`src/hdl/wavetable_frame_morph_lookup_macros.svh`:
```
// assertion macros for the wavetable frame morph lookup
`ifndef WAVETABLE_FRAME_MORPH_LOOKUP_MACROS_SVH
`define WAVETABLE_FRAME_MORPH_LOOKUP_MACROS_SVH

// consequent checked in the same cycle
`define WFML_ASSERT_SAME(label, clk, rst_n, ante, cons, msg) \
    label: assert property (@(posedge clk) disable iff (!rst_n) (ante) |-> (cons)) \
        else $error(msg);

// consequent checked in the cycle after the antecedent
`define WFML_ASSERT_NEXT(label, clk, rst_n, ante, cons, msg) \
    label: assert property (@(posedge clk) disable iff (!rst_n) (ante) |=> (cons)) \
        else $error(msg);

`endif

```
`src/hdl/wfml_pkg.sv`:
```
// shared types and constants of the wavetable frame morph lookup
package wfml_pkg;

    localparam int unsigned FRAME_SAMPLES = 2048;
    localparam int unsigned FRAME_SPAN    = 15;

    localparam int unsigned SAMPLE_W  = 16;
    localparam int unsigned ADDR_IN_W = 12;
    localparam int unsigned PF_W      = 24;
    localparam int unsigned MORPH_W   = 16;
    localparam int unsigned FF_W      = 16;
    localparam int unsigned BASE_W    = 4;

    localparam int unsigned OUTQ_DEPTH = 4;

    typedef logic signed [SAMPLE_W-1:0] t_sample;

    typedef enum logic [1:0] {
        STEP_A0,
        STEP_B0,
        STEP_A1,
        STEP_B1
    } t_step;

    typedef enum logic [1:0] {
        SEL_LOWER,
        SEL_UPPER,
        SEL_BLEND
    } t_sel;

    typedef struct packed {
        logic            vld;
        t_step           step;
        logic [PF_W-1:0] pf;
        t_sel            sel;
        logic [FF_W-1:0] ff;
    } t_tag;

endpackage

```
`src/hdl/wfml_interp.sv`:
```
// interpolation and crossfade datapath behind the store read port
module wfml_interp (
    input  logic              i_clk,
    input  logic              i_rst_n,
    input  wfml_pkg::t_sample i_rdata,
    input  wfml_pkg::t_tag    i_tag,
    output logic              o_push,
    output wfml_pkg::t_sample o_sample
);

    localparam int unsigned DW     = wfml_pkg::SAMPLE_W + 1;
    localparam int unsigned PROD_W = DW + wfml_pkg::PF_W + 1;
    localparam int unsigned Q_W    = DW + wfml_pkg::FF_W + 1;
    localparam int unsigned QI_W   = PROD_W - wfml_pkg::PF_W + 1;
    localparam int unsigned QB_W   = Q_W - wfml_pkg::FF_W + 1;

    function automatic wfml_pkg::t_sample f_interp(
        input wfml_pkg::t_sample         a,
        input logic signed [PROD_W-1:0]  p
    );
        logic signed [PROD_W:0] num;
        logic [QI_W-1:0] q;
        num = $signed({{3{a[wfml_pkg::SAMPLE_W-1]}}, a, {wfml_pkg::PF_W{1'b0}}})
            + (PROD_W + 1)'(p);
        q = num[PROD_W:wfml_pkg::PF_W];
        // toward zero
        if (num[PROD_W] && (|num[wfml_pkg::PF_W-1:0])) begin
            q = q + QI_W'(1);
        end
        return q[wfml_pkg::SAMPLE_W-1:0];
    endfunction

    function automatic wfml_pkg::t_sample f_blend(
        input wfml_pkg::t_sample      s0,
        input logic signed [Q_W-1:0]  q
    );
        logic signed [Q_W:0] num;
        logic [QB_W-1:0] r;
        num = $signed({{3{s0[wfml_pkg::SAMPLE_W-1]}}, s0, {wfml_pkg::FF_W{1'b0}}})
            + (Q_W + 1)'(q);
        r = num[Q_W:wfml_pkg::FF_W];
        if (num[Q_W] && (|num[wfml_pkg::FF_W-1:0])) begin
            r = r + QB_W'(1);
        end
        return r[wfml_pkg::SAMPLE_W-1:0];
    endfunction

    wfml_pkg::t_tag              r_tag;
    logic                        r_v1;
    logic                        r_v2;
    logic                        r_v3;

    wfml_pkg::t_sample           r_a0;
    wfml_pkg::t_sample           r_a1;
    logic signed [PROD_W-1:0]    r_p;
    wfml_pkg::t_sample           r_s0;
    wfml_pkg::t_sel              r_f1_sel;
    logic [wfml_pkg::FF_W-1:0]   r_f1_ff;
    wfml_pkg::t_sample           r_s1;
    wfml_pkg::t_sample           r_f2_s0;
    wfml_pkg::t_sel              r_f2_sel;
    logic [wfml_pkg::FF_W-1:0]   r_f2_ff;
    logic signed [Q_W-1:0]       r_q;
    wfml_pkg::t_sample           r_f3_s0;
    wfml_pkg::t_sample           r_f3_s1;
    wfml_pkg::t_sel              r_f3_sel;

    wfml_pkg::t_sample           w_a;
    logic signed [DW-1:0]        w_diff;
    logic signed [wfml_pkg::PF_W:0] w_pfs;
    logic signed [PROD_W-1:0]    w_prod;
    logic signed [DW-1:0]        w_bdiff;
    logic signed [wfml_pkg::FF_W:0] w_ffs;

    // one shared multiplier for both frames
    always_comb begin
        w_a    = (r_tag.step == wfml_pkg::STEP_B1) ? r_a1 : r_a0;
        w_diff = DW'(i_rdata) - DW'(w_a);
        w_pfs  = {1'b0, r_tag.pf};
        w_prod = w_diff * w_pfs;
    end

    always_comb begin
        w_bdiff = DW'(r_s1) - DW'(r_f2_s0);
        w_ffs   = {1'b0, r_f2_ff};
    end

    always_ff @(posedge i_clk) begin
        if (!i_rst_n) begin
            r_tag <= '0;
            r_v1  <= 1'b0;
            r_v2  <= 1'b0;
            r_v3  <= 1'b0;
        end else begin
            r_tag <= i_tag;
            r_v1  <= r_tag.vld && (r_tag.step == wfml_pkg::STEP_B1);
            r_v2  <= r_v1;
            r_v3  <= r_v2;
        end
    end

    always_ff @(posedge i_clk) begin
        if (r_tag.vld) begin
            unique case (r_tag.step)
                wfml_pkg::STEP_A0: r_a0 <= i_rdata;
                wfml_pkg::STEP_B0: r_p <= w_prod;
                wfml_pkg::STEP_A1: begin
                    r_a1 <= i_rdata;
                    r_s0 <= f_interp(r_a0, r_p);
                end
                wfml_pkg::STEP_B1: begin
                    r_p      <= w_prod;
                    r_f1_sel <= r_tag.sel;
                    r_f1_ff  <= r_tag.ff;
                end
            endcase
        end
        if (r_v1) begin
            r_s1     <= f_interp(r_a1, r_p);
            r_f2_s0  <= r_s0;
            r_f2_sel <= r_f1_sel;
            r_f2_ff  <= r_f1_ff;
        end
        if (r_v2) begin
            r_q      <= w_bdiff * w_ffs;
            r_f3_s0  <= r_f2_s0;
            r_f3_s1  <= r_s1;
            r_f3_sel <= r_f2_sel;
        end
    end

    assign o_push = r_v3;

    always_comb begin
        unique case (r_f3_sel)
            wfml_pkg::SEL_LOWER: o_sample = r_f3_s0;
            wfml_pkg::SEL_UPPER: o_sample = r_f3_s1;
            wfml_pkg::SEL_BLEND: o_sample = f_blend(r_f3_s0, r_q);
            default:             o_sample = r_f3_s0;
        endcase
    end

endmodule

```
`config.mk`:
```
export PLATFORM = sky130hd
export DESIGN_NAME = wfml_interp
export DESIGN_NICKNAME = d
export VERILOG_FILES = /design/src/hdl/wavetable_frame_morph_lookup_macros.svh /design/src/hdl/wfml_pkg.sv /design/src/hdl/wfml_interp.sv
export SDC_FILE = /design/constraint.sdc
export NUM_CORES = 2
export LEC_CHECK = 0
export BUFFER_PORTS_ARGS = -buffer_cell sky130_fd_sc_hd__buf_2
export CORE_UTILIZATION = 45
export CTS_BUF_LIST = sky130_fd_sc_hd__clkbuf_4 sky130_fd_sc_hd__clkbuf_8
export CTS_CLUSTER_DIAMETER = 100
export DETAILED_ROUTE_END_ITERATION = 10
export HOLD_SLACK_MARGIN = 0.02
export SETUP_SLACK_MARGIN = 0.2
export SYNTH_ARGS = -nofsm -noshare
export SYNTH_HDL_FRONTEND = slang
export SYNTH_SLANG_ARGS = --single-unit
```
`constraint.sdc`:
```
create_clock -name i_clk -period 10.98 [get_ports i_clk]
set_clock_uncertainty 0.05 [all_clocks]
set_input_delay 3.294 -clock i_clk [delete_from_list [all_inputs] [get_ports i_clk]]
set_output_delay 3.294 -clock i_clk [all_outputs]
set_load 0.01 [all_outputs]
```
# Yosys cells after proc, flatten, opt, wreduce, memory -nomap -nowiden
# Index checks and enable logic that the tools add are counted.
[op_classes]
n_mul = 2
muxes = 5
addsub = 8
eq_ne = 5
n_reduce_logical = 13
[op_table]
columns = ["cell", "count"]
rows = [
  ["$add A40 B42 Y43", 2],
  ["$mux W16", 4],
  ["$add A16 B1 Y16 const B", 3],
  ["$reduce_or A24 Y1", 2],
  ["$mul A17 B25 Y42", 1],
  ["$add A32 B34 Y35", 1],
  ["$mul A17 B17 Y34", 1],
  ["$sub A16 B16 Y17", 2],
  ["$pmux W16 S2", 1],
  ["$reduce_or A16 Y1", 1],
  ["$reduce_and A2 Y1", 4],
  ["$eq A2 B2 Y1 const B", 3],
  ["$eq A2 B1 Y1 const B", 2],
  ["$logic_and A1 B1 Y1", 4],
  ["$logic_not A2 Y1", 1],
  ["$reduce_or A2 Y1", 1],
]
[totals]
out_inout_bits = 17
reg_bits = 274

# Logic depth before layout (Yosys ltp)
[logic_depth]
word_depth = 5
depth_mapped = 37

# Worst setup path before layout
# No wires, ideal clock.
[synth_timing]
path_kind = "input to register"
startpoint = "in i_rdata[0]"
endpoint = "reg r_p[40], data pin"
cell_stages = 33
arrival_time_ns = 10.892
required_time_ns = 10.663
path_buffers = 1
path_slack_ns = -0.228
cell_sequence = "inv_1 -> ha_1 -> inv_1 -> fa_1 -> a21o_1 -> a21oi_1 -> o21bai_1 -> a21o_1 -> a21oi_1 -> o21ai_1 -> o41ai_1 -> xnor2_1 -> clkbuf_1 -> nand2_1 -> fa_1 -> inv_1 -> fa_1 -> fa_1 -> fa_1 -> fa_1 -> inv_1 -> fa_1 -> inv_1 -> ha_1 -> a2111oi_0 -> o31ai_1 -> a41o_1 -> o21ai_1 -> o211ai_1 -> a41o_1 -> a21oi_1 -> mux2i_1 -> o211ai_1"
[synth_via]
elab_chain_cells = 2
[synth_rtl]
columns = ["element", "line_no", "text"]
rows = [
  ["start: declaration", "wfml_interp.sv:5", "input wfml_pkg::t_sample i_rdata,"],
  ["$sub A16 B16 Y17", "wfml_interp.sv:78", "w_diff = DW'(i_rdata) - DW'(w_a);"],
  ["$mul A17 B25 Y42", "wfml_interp.sv:80", "w_prod = w_diff * w_pfs;"],
  ["via w_prod[40]", "wfml_interp.sv:71", "logic signed [PROD_W-1:0] w_prod;"],
  ["end signal: assignment", "wfml_interp.sv:106", "wfml_pkg::STEP_B0: r_p <= w_prod;"],
  ["end signal: assignment", "wfml_interp.sv:112", "r_p <= w_prod;"],
  ["end: declaration", "wfml_interp.sv:55", "logic signed [PROD_W-1:0] r_p;"],
]
# The timed path passes the listed nets, and every way through them passes these cells.
# A chain may end at the register's enable or synchronous reset.

# Final worst setup path
[layout_timing]
startpoint = "in i_rdata[0]"
endpoint = "reg r_p[39], data pin"
# Same word-level chain as after synthesis.

==> summary.txt <==
Finish
  • Final Instance Area: 41600 um2
  • Share of layout cells above drive strength 1: 0.107
  • Fill count: 7531
  • Final #Nets: 4983
  • Area grow syn2layout: 11.5%

Detailed routing
  • Via density: 5.06
  • Final WL: 89300 um
  • M1 WL: 39800 um
  • Pre-antenna DRT Iters: 5
  • WL/cell: 17.5 um
  • Number of DRC violations after detailed-routing iteration 0: 1253
  • Met2 WL: 41900 um
  • DR vias: 25800
  • DRC violations left: 0
  • Routed Antenna Nets: 0
  • Met3 Wirelength: 5060 um
  • Highest Signal Layer: met5

Worst setup path
  • Critical path capture point type: flip-flop
  • Arrival time worst endpoint: 10.92 ns
  • Slowest CP cell: fa_1
  • Critical path startpoint category: primary input
  • Critical path's largest stage delay: 0.55 ns
  • Crit path max-delay family: adder cells
  • Most Frequent Cell on Critical Path: fa_1
  • CP max FO: 5
  • Critical path class: primary input to flip-flop
  • Crit path buf inv count: 7
  • CP required: 11.36 ns

Power and ir drop
  • Worst vdd rail ir drop: 0.000488 V
  • Power Dens Cells: 328 nW/um2
  • Leakage power figure: 19.7 nW

STA
  • Final number of hold-violating endpoints: 0
  • Unrepaired setup endpoints after global routing: yes
  • Tcrit/Tclk final: 0.960
  • Slew Limit Fails: 0
  • Fin crit period: 10.54 ns
  • Rel. slew slack: 0.220
  • FMAX: 0.0949 GHz
  • Setup TNS: 0 ns
  • Slew of the pin with the lowest slew margin: 1.17 ns
  • Endpoints failing setup: 0
  • Hold WS: 0.296 ns

Clock network
  • CTS Sinks: 274
  • Clock root cell: clkbuf_8
  • Hold_buf cts: 0
  • Clk slew on worst S/H paths: 0.07 ns
  • CTS buffer count: 50
  • Clock latency on the worst-skew pair: 0.68 ns
  • Clock Path Buffers: 3
  • H-tree levels: 2
  • CTS tree: yes

Global routing
  • Largest net degree at the start of global routing: 61
  • First-pass GRT wire length: 145000 um
  • Vias in the first global route: 27000
  • Total GRT Usage: 0.218
  • Number of antenna violations at the first check in global routing: 12
  • Gr ovfl total: 0

Floorplan
  • Die area: 84000 um2
  • Starting density of the core: 0.454
  • Boundary Pins: 80
  • Cell row count: 105
  • Die X: 290 um
  • Core Area: 82100 um2
  • Die Ht: 290 um

Hold path
  • Hold Crit Class: flip-flop to flip-flop

Yosys
  • Most frequent cell after synthesis: inv_1
  • Top FF cell, synth: edfxtp_1
  • Syn avg cell area: 9.81 um2
  • Cell count after synthesis: 3801
  • Synth Cell Area: 37300 um2
  • Share of the synthesized area in the top cell type: 0.329
  • Post-synth EDFFs: 226
  • #FFs+latches synth: 274
  • Synth top cells by count: inv_1 (763), fa_1 (613), nand2_1 (461)
  • Synth area leaders: fa_1 (33%), edfxtp_1 (18%), ha_1 (11%)
  • Synth warn: 0
  • Async SR Flop Fraction: 0
  • Post-synth cell types: 86
  • Synth area leader: fa_1
  • Mapped Nets: 4797
  • Sequential area share after synthesis: 0.208

Job
  • Max-cap violations: 0

Placement
  • Placement-stage cell area: 40200 um2
  • Port Buffers: 79
  • Post-DP HPWL: 73300 um
  • Routability cong.: 0.868

Outcome
  • Status: completed
-- per-stage QoR --
step | util | instances | worst slack, ns | total power, W
after detailed placement | 0.489 | 4999 | -0.475 | 0.0120
after global routing | 0.506 | 5102 | 0.104 | 0.0151
after floorplan | - | 3801 | 0.233 | 0.00827
after global placement | 0.489 | 4999 | -0.416 | 0.0120
after CTS | 0.503 | 5093 | 0.278 | 0.0132
final | 0.506 | 5107 | 0.438 | 0.0137
-- worst reg2reg max path: cells and delay by family (launching register included) --
kind,cells,cell delay [ns]
adders and majority gates,9,3.83
AOI/OAI and AO/OA,13,3.60
and+or+nand+nor,4,1.19
xor gates and xnor gates,1,0.11
DFF,1,0.40
buffers and inverters,5,0.29
-- final cells by class --
cell class              count  area (um2)  area share
flip-flops and latches    274        7750       0.186
clock inverters            20         185     0.00445
well taps                1070        1340      0.0322
diodes                      8        20.0    0.000481
inverters                 763        2870      0.0689
repair buffers            252        1860      0.0446
clock buffers              74         918      0.0221
multi-input cells        2646       26700       0.641
-- cell families (layout without fill, tap and decap cells) --
kind of cell,after synthesis,after routing,share of synthesized area
buffers and inverters,881,1109,0.0888
AND/OR/NAND/NOR,1131,1131,0.151
flip-flops,274,274,0.208
other,0,8,0
AO/OA/AOI/OAI,391,391,0.0693
multiplexers,24,24,0.00661
XOR/XNOR,167,167,0.0398
adder cells (fa/ha/maj),933,933,0.436
-- routing by layer --
metal	track usage	vias up
li1	-	12300
met4	0.0654	8
met2	0.362	521
met3	0.0363	127
met1	0.294	12900
met5	0	-
-- sequential cells by signal, summed over array words and instances (netlist names) --
signal,cells
r_f2_sel,2
r_s1,16
r_f3_s0,16
r_p,42
r_f2_ff,16
r_f1_sel,2
r_f3_s1,16
r_v1,1
r_v2,1
r_a0,16
r_q,34
r_s0,16
o_push,1
r_tag,45
r_a1,16
r_f2_s0,16
r_f1_ff,16
r_f3_sel,2
-- power by group --
| part | internal (W) | switching, W | total [W] |
|---|---|---|---|
| sequential | 0.00162 | 0.0000652 | 0.00169 |
| combinational | 0.00522 | 0.00568 | 0.0109 |
| clock | 0.000592 | 0.000461 | 0.00105 |
-- final timing paths --
check                          to                 from  slack (ns)  depth (start not counted)
min          r_f1_ff[8]$_DFFE_PP_  r_tag[8]$_SDFF_PN0_        0.30                          0
max reg2reg     r_q[33]$_DFFE_PP_    r_s1[0]$_DFFE_PP_        1.24                         32
max             r_p[39]$_DFFE_PP_           i_rdata[0]        0.44                         34
min reg2reg  r_f1_ff[8]$_DFFE_PP_  r_tag[8]$_SDFF_PN0_        0.30                          0
-- placed cells by master, fill, tap and decap left out, types with 44 or more instances in the layout --
master	netlist	routed
clkbuf_8	0	58
and2_1	307	306
o21ai_0	53	51
dfxtp_1	48	46
fa_1	613	612
nor2_1	105	104
nand2_1	461	460
edfxtp_1	226	226
a21oi_1	114	110
xor2_1	62	55
ha_1	320	314
inv_1	763	758
nor2b_1	56	56
buf_2	3	78
nor3_1	44	44
xnor2_1	103	95
buf_4	0	158
-- what timing repair did --
action                                  CTS  global route
resized for setup                         0            47
endpoints found under the hold margin     0             0
setup buffers                             0             6
endpoints found under the setup margin    0            14
Power figures use the tool's default switching activity.
