## src/hdl/wavetable_frame_morph_lookup_macros.svh

```systemverilog
// assertion macros for the wavetable frame morph lookup
`ifndef WAVETABLE_FRAME_MORPH_LOOKUP_MACROS_SVH
`define WAVETABLE_FRAME_MORPH_LOOKUP_MACROS_SVH

// consequent checked in the same cycle
`define WFML_ASSERT_SAME(label, clk, rst_n, ante, cons, msg) \
    label: assert property (@(posedge clk) disable iff (!rst_n) (ante) |-> (cons)) \
        else $error(msg);

// consequent checked in the cycle after the antecedent
`define WFML_ASSERT_NEXT(label, clk, rst_n, ante, cons, msg) \
    label: assert property (@(posedge clk) disable iff (!rst_n) (ante) |=> (cons)) \
        else $error(msg);

`endif

```

## src/hdl/wfml_pkg.sv

```systemverilog
// shared types and constants of the wavetable frame morph lookup
package wfml_pkg;

    localparam int unsigned FRAME_SAMPLES = 2048;
    localparam int unsigned FRAME_SPAN    = 15;

    localparam int unsigned SAMPLE_W  = 16;
    localparam int unsigned ADDR_IN_W = 12;
    localparam int unsigned PF_W      = 24;
    localparam int unsigned MORPH_W   = 16;
    localparam int unsigned FF_W      = 16;
    localparam int unsigned BASE_W    = 4;

    localparam int unsigned OUTQ_DEPTH = 4;

    typedef logic signed [SAMPLE_W-1:0] t_sample;

    typedef enum logic [1:0] {
        STEP_A0,
        STEP_B0,
        STEP_A1,
        STEP_B1
    } t_step;

    typedef enum logic [1:0] {
        SEL_LOWER,
        SEL_UPPER,
        SEL_BLEND
    } t_sel;

    typedef struct packed {
        logic            vld;
        t_step           step;
        logic [PF_W-1:0] pf;
        t_sel            sel;
        logic [FF_W-1:0] ff;
    } t_tag;

endpackage

```

## src/hdl/wfml_outq.sv

```systemverilog
// output queue holding finished words until the receiver takes them
module wfml_outq (
    input  logic              i_clk,
    input  logic              i_rst_n,
    input  logic              i_push,
    input  wfml_pkg::t_sample i_data,
    input  logic              i_pop,
    output logic              o_valid,
    output wfml_pkg::t_sample o_data
);

    localparam int unsigned PTRW = $clog2(wfml_pkg::OUTQ_DEPTH);
    localparam int unsigned CW   = $clog2(wfml_pkg::OUTQ_DEPTH + 1);

    wfml_pkg::t_sample r_mem [wfml_pkg::OUTQ_DEPTH];
    logic [PTRW-1:0]   r_wp;
    logic [PTRW-1:0]   r_rp;
    logic [CW-1:0]     r_cnt;

    always_ff @(posedge i_clk) begin
        if (!i_rst_n) begin
            r_wp  <= '0;
            r_rp  <= '0;
            r_cnt <= '0;
        end else begin
            if (i_push) begin
                r_wp <= r_wp + PTRW'(1);
            end
            if (i_pop) begin
                r_rp <= r_rp + PTRW'(1);
            end
            r_cnt <= r_cnt + CW'(i_push) - CW'(i_pop);
        end
    end

    always_ff @(posedge i_clk) begin
        if (i_push) begin
            r_mem[r_wp] <= i_data;
        end
    end

    assign o_valid = r_cnt != '0;
    assign o_data  = r_mem[r_rp];

endmodule

```

## config.mk

```make
export PLATFORM = sky130hd
export DESIGN_NAME = wfml_outq
export DESIGN_NICKNAME = d
export VERILOG_FILES = /design/src/hdl/wavetable_frame_morph_lookup_macros.svh /design/src/hdl/wfml_pkg.sv /design/src/hdl/wfml_outq.sv
export SDC_FILE = /design/constraint.sdc
export NUM_CORES = 1
export LEC_CHECK = 0
export ABC_AREA = 1
export BUFFER_PORTS_ARGS = -buffer_cell sky130_fd_sc_hd__buf_2
export CAP_MARGIN = 20
export CORE_UTILIZATION = 29
export DETAILED_ROUTE_END_ITERATION = 12
export PLACE_DENSITY = 0.54
export SLEW_MARGIN = 10
export SYNTH_ARGS = -nofsm -noshare
export SYNTH_HDL_FRONTEND = slang
export SYNTH_SLANG_ARGS = --single-unit
```

## constraint.sdc

```tcl
create_clock -name i_clk -period 2.56 [get_ports i_clk]
set_input_delay 0.512 -clock i_clk [delete_from_list [all_inputs] [get_ports i_clk]]
set_output_delay 0.512 -clock i_clk [all_outputs]
set_load 0.1 [all_outputs]
```

; ---- Yosys cells after proc, flatten, opt, wreduce, memory -nomap -nowiden
; Memories as Yosys holds them, arrays and structs flattened. A register that Yosys moved wholly into a read port is not among the register bits.
; Cells that the tools add are included.
[op_classes]
mux = 4
addsub = 4
n_reduce_logical = 1
[ops]
columns = op, n
row1 = adder 2 x 1 -> 2 bit (second input constant), 2
row2 = two-way mux 2 bit, 2
row3 = adder 3 x 1 -> 3 bit, 1
row4 = nonzero test 3 bit, 1
row5 = subtractor 3 x 1 -> 3 bit, 1
row6 = two-way mux 1 bit, 2
[word_totals]
elab_cells = 13
out_inout_bits = 17
n_memories = 1
register_bits = 7
ramBits = 64
[mem_list]
columns = memory, depth, word_bits, rd, rd_clocked_by_memory_dff, wr, line_no
row1 = r_mem, 4, 16, 1, 1, 1, wfml_outq.sv:15  ; wfml_pkg::t_sample r_mem [wfml_pkg::OUTQ_DEPTH];

; ---- Depth between registers and ports, before layout
; Gate-level depths: netlist of run 1.
[logic_depth]
ltp_word = 3
depth_mapped = 8

; ---- Least setup slack after synthesis of run 1
; No wires, ideal clock.
[synth_timing]
path_kind = reg-to-output
start = reg with a tool-made name
end = out o_data[11]
path_stages_with_launch = 6
arrival_ps = 1382
n_path_buf = 2
required_ps = 2048
setup_slack_ps = 666
cell_sequence = dfxtp_1 buf_6 buf_8 a21oi_1 o21ai_1 nand2_1
[synth_rtl]
columns = item, line_no
row1 = "end, declared", wfml_outq.sv:9  ; output wfml_pkg::t_sample o_data

==> impl_metrics.tcl, run 1 <==
set metrics [dict create \
    run_status "finished clean" \
    grt_util_met3_pct 2.22 \
    synthCells 240 \
    rr_startpoint "r_wp[0]$_SDFFE_PN0P_" \
    skew_ps 6.80 \
    tightest_slew_ps 761 \
    synthTopCellsByCount "64 x edfxtp_1, 47 x inv_1, 42 x nand2_1" \
    yosysTopAreaCell "edfxtp_1" \
    period_minus_slack_ps 1970 \
    die_area_sq_um 10700 \
    synth_xor_xnor_area_share_pct 0 \
    syn_avg_cell_area_sq_um 12.4 \
    grt-busiest-layer "met2" \
    postSynth.asyncResetShare_pct 0 \
    root_buffer "clkbuf_8" \
    ys_ff_latch 73 \
    gr-total-overflow 0 \
    cpLargestDelayFamily "buffers and inverters" \
    cp_slowest_cell "dfxtp_2" \
    max_stage_delay_ps 340 \
    synth-seq-area-share_pct 70.7 \
    cts_hold_buffers 0 \
    required_ps 2050 \
    report.final.slew_viol_count 0 \
    drtIter0Drc 27 \
    yosys_warnings 0 \
    postCtsSetupBuffers 0 \
    first_pass_iters 4 \
    min-delay-start "i_data[14]" \
    startpoint_type "register" \
    synth_edf_count 64 \
    core_sq_um 9860 \
    synthTopCellsByArea "edfxtp_1 65%, dfxtp_1 6.1%, inv_1 5.9%" \
    mappedNetlistArea_sq_um 2970 \
    met1_usage_pct 13.9 \
    p_leak_nw 1.49 \
    die_h_um 103 \
    clk_latency_ps 330 \
    hold_viol 0 \
    worstPathArrival_ps 1460 \
    place_congestion 0.727 \
    wl_um 5200 \
    drtAntennaViolNets 0 \
    cts.repair.resized 0 \
    fin_tns_setup_ps 0 \
    crit_path_frequent_cell "buf_12" \
    antenna_found_initial 0 \
    hold_path.class "in -> reg" \
    pwr_density_cell_nw_per_um2 791 \
    fp.dieW_um 103 \
    worst-setup-path-type "reg -> out" \
    dpl.hpwl_um 3270 \
    cts_max_level 3 \
    grtUsageMet2_pct 16.9 \
    wl_per_cell_um 12.4 \
    cap_viol_max_count 0 \
    num_rows 36 \
    end_kind "output pin" \
    cts_buffer_depth 2 \
    grt_first_pass_wirelength_um 8240 \
    ys_types 16 \
    crit_path_cell_trace "buf_12 -> a21oi_1 -> o21ai_1 -> nand2_1 -> buf_12" \
    place_inst 403 \
    rsz0062_at_grt "no" \
    initial_core_util_pct 30.1 \
    synth_most_common_cell "edfxtp_1" \
    synth-compound-area-share_pct 11.4 \
    vias 1737 \
    grt_max_degree 65 \
    synth-main-ff-cell "edfxtp_1" \
    synth_fa_ha_area_share_pct 3.20 \
    synth_top_area_share_pct 64.6 \
    setup_viol 0 \
    maxSlewHeadroom_pct 49.2 \
    synth_nets 267 \
    ios 37 \
    cts_tree "built" \
    layout-drive-gt1-share_pct 19.6 \
    path_max_fanout 64 \
    fmax_ghz 0.507 \
    instances_no_fill 419 \
    first_global_vias 1672 \
    num_antenna_cells 0 \
    drcViolationCount 0 \
    numCtsBuffers 9 \
    io_buffers 36 \
    synth.area.mux_share_pct 0 \
    area_growth_syn_to_layout_pct 24.2 \
    cp.buffers_inverters 2 \
    synth_top_family_by_area "compound AO/OA/AOI/OAI gates" \
    clkSinkCount 73 \
    ir_drop_mv 0.315 \
    timing.final.crit_share_pct 77.1 \
    fin_nets 308 \
    grt_util_all_layers_pct 10.8 \
    path_clk_slew_ps 70 \
    yosys.area_share.simple_pct 5.76 \
    via_per_inst 4.15 \
]
per-stage QoR:
step / hold WS [ps] / worst slack (ps) / instance area, sq um / util (%) / power (mW)
after CTS: 385 / 568 / 3690 / 37.4 / 2.95
after floorplan: 436 / 666 / 2970 / - / 1.88
after global routing: 394 / 465 / 3690 / 37.4 / 3.04
final: 399 / 587 / 3690 / 37.4 / 2.92
after detailed placement: 471 / 753 / 3510 / 35.6 / 2.12
after global placement: 466 / 765 / 3510 / 35.6 / 2.11
cells by family after synthesis:
group	after synthesis
adder cells (fa/ha/maj)	7
buffers and inverters	57
flip-flops	73
AND/OR/NAND/NOR	45
AO/OA/AOI/OAI	58
sequential cells by signal (all words and copies together), names as in the netlist, named ones only:
signal and cells:
r_rp 2, r_mem 64, r_cnt 3, r_wp 2
where the power goes:
group          switching, mW  total, mW  internal (mW)
registers             0.0187       1.38           1.36
clock network          0.388      0.835          0.447
logic                  0.496      0.710          0.214
metal layers:
metal | up-vias | share of wire [%]
met5 | - | 0
met4 | 0 | 1.6
met3 | 5 | 5.8
met2 | 35 | 47
met1 | 803 | 46
li1 | 894 | -
cell usage in the layout (no fill, tap or decap):
master	synthesis	layout
nand3_1	2	2
ha_1	6	6
clkbuf_8	0	9
buf_2	4	20
nand2_1	42	42
buf_4	0	3
o211ai_1	16	16
a21oi_1	20	20
a21oi_2	2	2
dfxtp_2	0	1
o21ai_0	8	8
bufinv_16	0	1
clkinv_2	0	3
buf_12	0	17
edfxtp_1	64	64
nor2_1	1	1
clkbuf_1	0	3
dfxtp_1	9	8
o21ai_1	12	12
fa_1	1	1
inv_1	47	47
final cells by class:
class                      instances  area [sq um]
multi-input combinational        110           604
inverter                          47           176
fill                             940          6170
sequential                        73          2100
tap                              133           166
clock inverter                     4          45.0
timing repair buffer              40           463
clock buffer                      12           135
final timing paths:
kind	end	slack, ps	depth (start not counted)
max reg2reg	r_mem[0][13]$_DFFE_PP_	980	4
min reg2reg	r_rp[1]$_SDFFE_PN0P_	480	2
max	o_data[11]	590	5
min	r_mem[3][14]$_DFFE_PP_	400	1
Power figures use the tool's default switching activity.
==> run 2, diff against run 1 <==
--- a/config.mk
+++ b/config.mk
@@ -5,7 +5,7 @@
 export SDC_FILE = /design/constraint.sdc
 export NUM_CORES = 1
 export LEC_CHECK = 0
-export ABC_AREA = 1
+export ABC_AREA = 0
 export BUFFER_PORTS_ARGS = -buffer_cell sky130_fd_sc_hd__buf_2
 export CAP_MARGIN = 20
 export CORE_UTILIZATION = 29
==> constraint.sdc (replaced) <==
create_clock -name i_clk -period 2 [get_ports i_clk]
set_input_delay 0.4 -clock i_clk [delete_from_list [all_inputs] [get_ports i_clk]]
set_output_delay 0.4 -clock i_clk [all_outputs]
set_load 0.1 [all_outputs]
==> run 2 against run 1 <==
Against the previous run: the run now ends with negative setup slack left; global-route usage is 0.72 points lower; synthesized area fell by 6.4%; flip-flop and latch count unchanged; core utilization increased by 0.82 points; via count decreased by 26%; non-clock buffer count increased by 3; sequential share of layout area is 2.3 points higher; clock power up 64%; setup slack worse by 610 ps.
==> impl_metrics.tcl, run 2 <==
set metrics [dict create \
    run_status "complete, but fails checks" \
    violations "negative setup slack" \
    hold_viol 0 \
    dpl.hpwl_um 2790 \
    final_common_cell "edfxtp_1" \
    period_minus_slack_ps 2020 \
    end_kind "output pin" \
    synth-main-ff-cell "edfxtp_1" \
    pwr_density_cell_nw_per_um2 1140 \
    fillerInstances 875 \
    reg_top3 "r_mem: 64 flops, r_cnt: 3 flops" \
    synth_nets 153 \
    worst-setup-path-type "reg -> out" \
    wl_um 4530 \
    first_global_vias 1352 \
    grt_util_met3_pct 5.15 \
    worstPathArrival_ps 1620 \
    antenna_found_initial 1 \
    cp_slowest_cell "mux4_2" \
    place_congestion 0.641 \
    syn_avg_cell_area_sq_um 22.1 \
    postSynth.asyncResetShare_pct 0 \
    setup_viol 8 \
    synth-seq-area-share_pct 75.5 \
    crit_path_cell_trace "buf_16 -> mux4_2 -> buf_12" \
    io_buffers 36 \
    final_cell_mix "64 x edfxtp_1, 20 x buf_2, 16 x mux4_2" \
    intPower_mw 2.88 \
    postLayoutSetupSlackWorst_ps -22.3 \
    cts_hold_buffers 0 \
    report.final.slew_viol_count 0 \
    gr-total-overflow 0 \
    tightest_slew_ps 489 \
    initial_core_util_pct 30.0 \
    rsz0062_at_grt "yes" \
    yosysTopAreaCell "edfxtp_1" \
    num_rows 35 \
    maxSlewHeadroom_pct 67.6 \
    holdWs_ps 271 \
    synthTopCellsByCount "64 x edfxtp_1, 10 x mux4_2, 9 x dfxtp_1" \
    drtAntennaViolNets 0 \
    mappedNetlistArea_sq_um 2780 \
    required_ps 1600 \
    pwr-share-comb_pct 22.2 \
    core_sq_um 9280 \
    clk_latency_ps 340 \
    grt-busiest-layer "met2" \
    ys_types 19 \
    largest_reg_flops 64 \
    drcViolationCount 0 \
    grt_util_all_layers_pct 10.1 \
    vias 1290 \
    hold_path.class "in -> reg" \
    sequentialPowerShare_pct 44.1 \
    fin_nets 203 \
    via_per_inst 4.16 \
    power.switching_mw 1.16 \
    cap_viol_max_count 0 \
    post-route-util_pct 38.3 \
    startpoint_type "register" \
    grt_max_degree 17 \
    yosys_warnings 0 \
    swShare_pct 28.7 \
    layout-drive-gt1-share_pct 42.0 \
    die_h_um 100 \
    synthTopCellsByArea "edfxtp_1 69%, mux4_2 8.1%, dfxtp_1 6.5%" \
    clkPwrFrac_pct 33.8 \
    grtUsageMet2_pct 15.8 \
    place_inst 293 \
    dp_slack_ps 99.0 \
    synth_most_common_cell "edfxtp_1" \
    path_max_fanout 8 \
    first_pass_iters 4 \
    die_area_sq_um 10000 \
    root_buffer "clkbuf_8" \
    area_growth_syn_to_layout_pct 27.6 \
    ir_drop_mv 0.545 \
    largest_register "r_mem" \
    synth_top_area_share_pct 69.0 \
    wl_per_cell_um 14.6 \
    cts_buffer_depth 2 \
    path_clk_slew_ps 70 \
    postCtsSetupBuffers 0 \
    cts_max_level 3 \
    synthCells 126 \
    p_leak_nw 1.25 \
    grt_first_pass_wirelength_um 7130 \
    instances_no_fill 310 \
    drtIter0Drc 22 \
    max_stage_delay_ps 550 \
    fmax_ghz 0.494 \
    timing.final.crit_share_pct 101 \
    fin_tns_setup_ps -78.6 \
    numCtsBuffers 9 \
    ys_ff_latch 73 \
    num_antenna_cells 0 \
    fp.dieW_um 100 \
    clkSinkCount 73 \
    reg2reg_slack_ps 300 \
    ios 37 \
    skew_ps 5.32 \
    met1_usage_pct 11.7 \
    synth_edf_count 64 \
    cts_tree "built" \
]
-- run 2: cell count changes in the layout (fill, tap and decap cells not counted), sizes merged, moves of 2 or more --
cell	change
a21oi	-21
and2	+6
buf	+3
bufinv	+2
clkbuf	-2
inv	-40
mux4	+16
nand2	-42
nand3	-2
nor2	+4
o211ai	-16
o21ai	-20
xnor2	+2
-- run 2: repair_timing --
item,4_1_cts,5_1_grt
endpoints found under the hold margin,0,0
setup endpoints to repair,16,16
gates resized for setup,48,1
gates cloned,1,0
-- run 2: cells by family (layout without fill, tap and decap cells) --
family | count (synthesis) | in the layout | synth area share [%]
DFF | 73 | 73 | 75.5
muxes | 17 | 17 | 14.1
and+or+nand+nor | 13 | 13 | 2.52
buffers and inverters | 11 | 66 | 2.43
adders and majority gates | 7 | 7 | 3.42
xor gates and xnor gates | 3 | 3 | 1.48
AOI/OAI and AO/OA | 2 | 2 | 0.539
-- run 2: per-layer routing --
| metal | routed length [um] | vias up |
|---|---|---|
| li1 | - | 598 |
| met1 | 1970 | 635 |
| met2 | 2100 | 43 |
| met3 | 372 | 12 |
| met4 | 82 | 2 |
| met5 | 8 | - |
-- run 2: final cells by class --
| class | instances | area [sq um] | area share (%) |
|---|---|---|---|
| Timing Repair Buffer | 43 | 423 | 11.9 |
| Multi-Input combinational cell | 42 | 592 | 16.7 |
| Sequential cell | 73 | 2110 | 59.3 |
| Clock inverter | 6 | 116 | 3.28 |
| Clock buffer | 10 | 128 | 3.59 |
| Tap cell | 129 | 161 | 4.54 |
| Inverter | 7 | 26.3 | 0.740 |
-- run 2: power by group through the flow --
stage / registers (mW) / clock network [mW] / logic, mW
floorplan: 1.80 / 0 / 0.656
global placement: 1.81 / 0 / 0.793
detailed placement: 1.81 / 0 / 0.796
CTS: 1.78 / 1.40 / 0.906
global route: 1.79 / 1.45 / 0.945
finish: 1.78 / 1.37 / 0.896
-- run 2: worst paths after layout --
kind,start,end,depth (start not counted)
setup / recovery,register,o_data[2],3
hold / removal,i_data[0],r_mem[0][0]$_DFFE_PP_,1
setup reg to reg,r_cnt[0]$_SDFF_PN0_,r_cnt[2]$_SDFF_PN0_,7
hold reg to reg,r_rp[1]$_SDFFE_PN0P_,r_rp[1]$_SDFFE_PN0P_,2
-- run 2: critical path: cells and delay by family, from the launching register on --
kind	cells	cell delay [ps]
buffers and inverters	2	340
DFF	1	390
muxes	1	550
-- run 2: through the flow --
step / area [sq um] / total power, mW
after floorplan: 2780 / 2.46
after global placement: 3170 / 2.60
after detailed placement: 3170 / 2.61
after CTS: 3550 / 4.09
after global routing: 3550 / 4.19
final: 3550 / 4.05
==> run 3, diff against run 2 <==
--- a/config.mk
+++ b/config.mk
@@ -8,9 +8,11 @@
 export ABC_AREA = 0
 export BUFFER_PORTS_ARGS = -buffer_cell sky130_fd_sc_hd__buf_2
 export CAP_MARGIN = 20
+export CELL_PAD_IN_SITES_DETAIL_PLACEMENT = 0
+export CELL_PAD_IN_SITES_GLOBAL_PLACEMENT = 2
 export CORE_UTILIZATION = 29
 export DETAILED_ROUTE_END_ITERATION = 12
-export PLACE_DENSITY = 0.54
+export PLACE_DENSITY = 0.64
 export SLEW_MARGIN = 10
 export SYNTH_ARGS = -nofsm -noshare
 export SYNTH_HDL_FRONTEND = slang
==> run 3 against run 2 <==
Against the previous run: die area unchanged; register-to-register slack got worse by 90 ps; critical path type unchanged; critical path depth unchanged; final area decreased by 2.6%; setup slack improved by 4.1 ps; the run still ends with negative setup slack left; clock power decreased by 28%; non-clock buffer count increased by 1; first-iteration DRC count increased to 2.5 times the previous value.
==> impl_metrics.tcl, run 3 (synthesized netlist as in run 2, its figures left out) <==
set metrics [dict create \
    run_status "complete, but fails checks" \
    violations "negative setup slack" \
    max_stage_delay_ps 550 \
    first_pass_iters 4 \
    fin_tns_setup_ps -54.3 \
    final_common_cell "edfxtp_1" \
    total_power_mw 3.67 \
    wl_um 5090 \
    rsz0062_at_grt "yes" \
    worstPathArrival_ps 1620 \
    cp.buffers_inverters 2 \
    die_h_um 100 \
    num_antenna_cells 0 \
    clkSinkCount 73 \
    fp.dieW_um 100 \
    gr-total-overflow 0 \
    initial_core_util_pct 30.0 \
    root_buffer "clkbuf_8" \
    drtIter0Drc 55 \
    met3_length_um 257 \
    vias 1319 \
    top_layer "met5" \
    cpLargestDelayFamily "multiplexers" \
    reg_top3 "r_mem: 64 flops, r_cnt: 3 flops" \
    io_buffers 36 \
    required_ps 1600 \
    cts_buffer_depth 2 \
    drtAntennaViolNets 0 \
    setup_viol 4 \
    hold_path.class "in -> reg" \
    die_area_sq_um 10000 \
    grt_max_degree 17 \
    timing.final.crit_share_pct 101 \
    cts_hold_buffers 0 \
    numCtsBuffers 9 \
    post-route-util_pct 37.3 \
    num_rows 35 \
    holdWs_ps 276 \
    dpl.hpwl_um 3400 \
    end_kind "output pin" \
    wl_met2_um 2690 \
    postLayoutSetupSlackWorst_ps -18.2 \
    area_growth_syn_to_layout_pct 24.3 \
    via_per_inst 4.24 \
    tightest_slew_ps 482 \
    crit_path_cell_trace "buf_16 -> mux4_2 -> buf_12" \
    pwr_density_cell_nw_per_um2 1060 \
    hold_viol 0 \
    p_leak_nw 1.21 \
    dp_slack_ps 20.8 \
    cts_max_level 3 \
    wl_met1_um 2080 \
    place_congestion 0.703 \
    fin_nets 204 \
    postCtsSetupBuffers 0 \
    layout-drive-gt1-share_pct 42.3 \
    ir_drop_mv 0.765 \
    path_max_fanout 8 \
    final_cell_mix "64 x edfxtp_1, 20 x buf_2, 16 x mux4_2" \
    worst-setup-path-type "reg -> out" \
    path_clk_slew_ps 70 \
    cap_viol_max_count 0 \
    first_global_vias 1531 \
    fmax_ghz 0.495 \
    skew_ps 9.11 \
    cp_slowest_cell "mux4_2" \
    largest_reg_flops 64 \
    startpoint_type "register" \
    core_sq_um 9280 \
    report.final.slew_viol_count 0 \
    grt_first_pass_wirelength_um 8200 \
    antenna_found_initial 1 \
    grt_util_all_layers_pct 11.6 \
    drcViolationCount 0 \
    largest_register "r_mem" \
    maxSlewHeadroom_pct 68.1 \
    wl_per_cell_um 16.4 \
    clk_latency_ps 340 \
    period_minus_slack_ps 2020 \
    ios 37 \
    cts_tree "built" \
]
## run 3: stage by stage
step           cells  instance area (sq um)
4_1_cts          311                   3460
6_report         311                   3460
3_3_place_gp     294                   3160
3_5_place_dp     294                   3160
5_1_grt          311                   3460
2_1_floorplan    126                   2780
## run 3: routing by layer
metal  up-vias  track usage (%)
met5         -                0
met4         2             3.68
met3         8             4.81
met2        40             20.1
met1       672             12.9
li1        597                -
## run 3: cell type report
class,instances,area (sq um)
tap,129,161
fill,885,5820
sequential,73,2110
inverter,7,26.3
clock buffer,10,128
clock inverter,6,42.5
multi-input combinational,42,592
timing repair buffer,44,405
## run 3: timing repair
item,CTS,global route
gates resized for setup,46,0
endpoints found under the setup margin,16,16
pin swaps,0,0
gates cloned,1,0
## run 3: power by group
part / switching (mW) / internal, mW / leakage [nW]
Sequential: 0.0354 / 1.75 / 0.663
Clock: 0.539 / 0.452 / 0.0827
Combinational: 0.606 / 0.293 / 0.464
Total: 1.18 / 2.49 / 1.21
## run 3: worst paths after layout
path                        startpoint                     to  slack, ps  cells after the start
setup / recovery              register              o_data[0]        -20                      3
hold / removal               i_data[1]  r_mem[3][1]$_DFFE_PP_        280                      1
setup reg to reg   r_cnt[0]$_SDFF_PN0_    r_cnt[2]$_SDFF_PN0_        210                      7
hold reg to reg   r_rp[1]$_SDFFE_PN0P_               register        560                      2
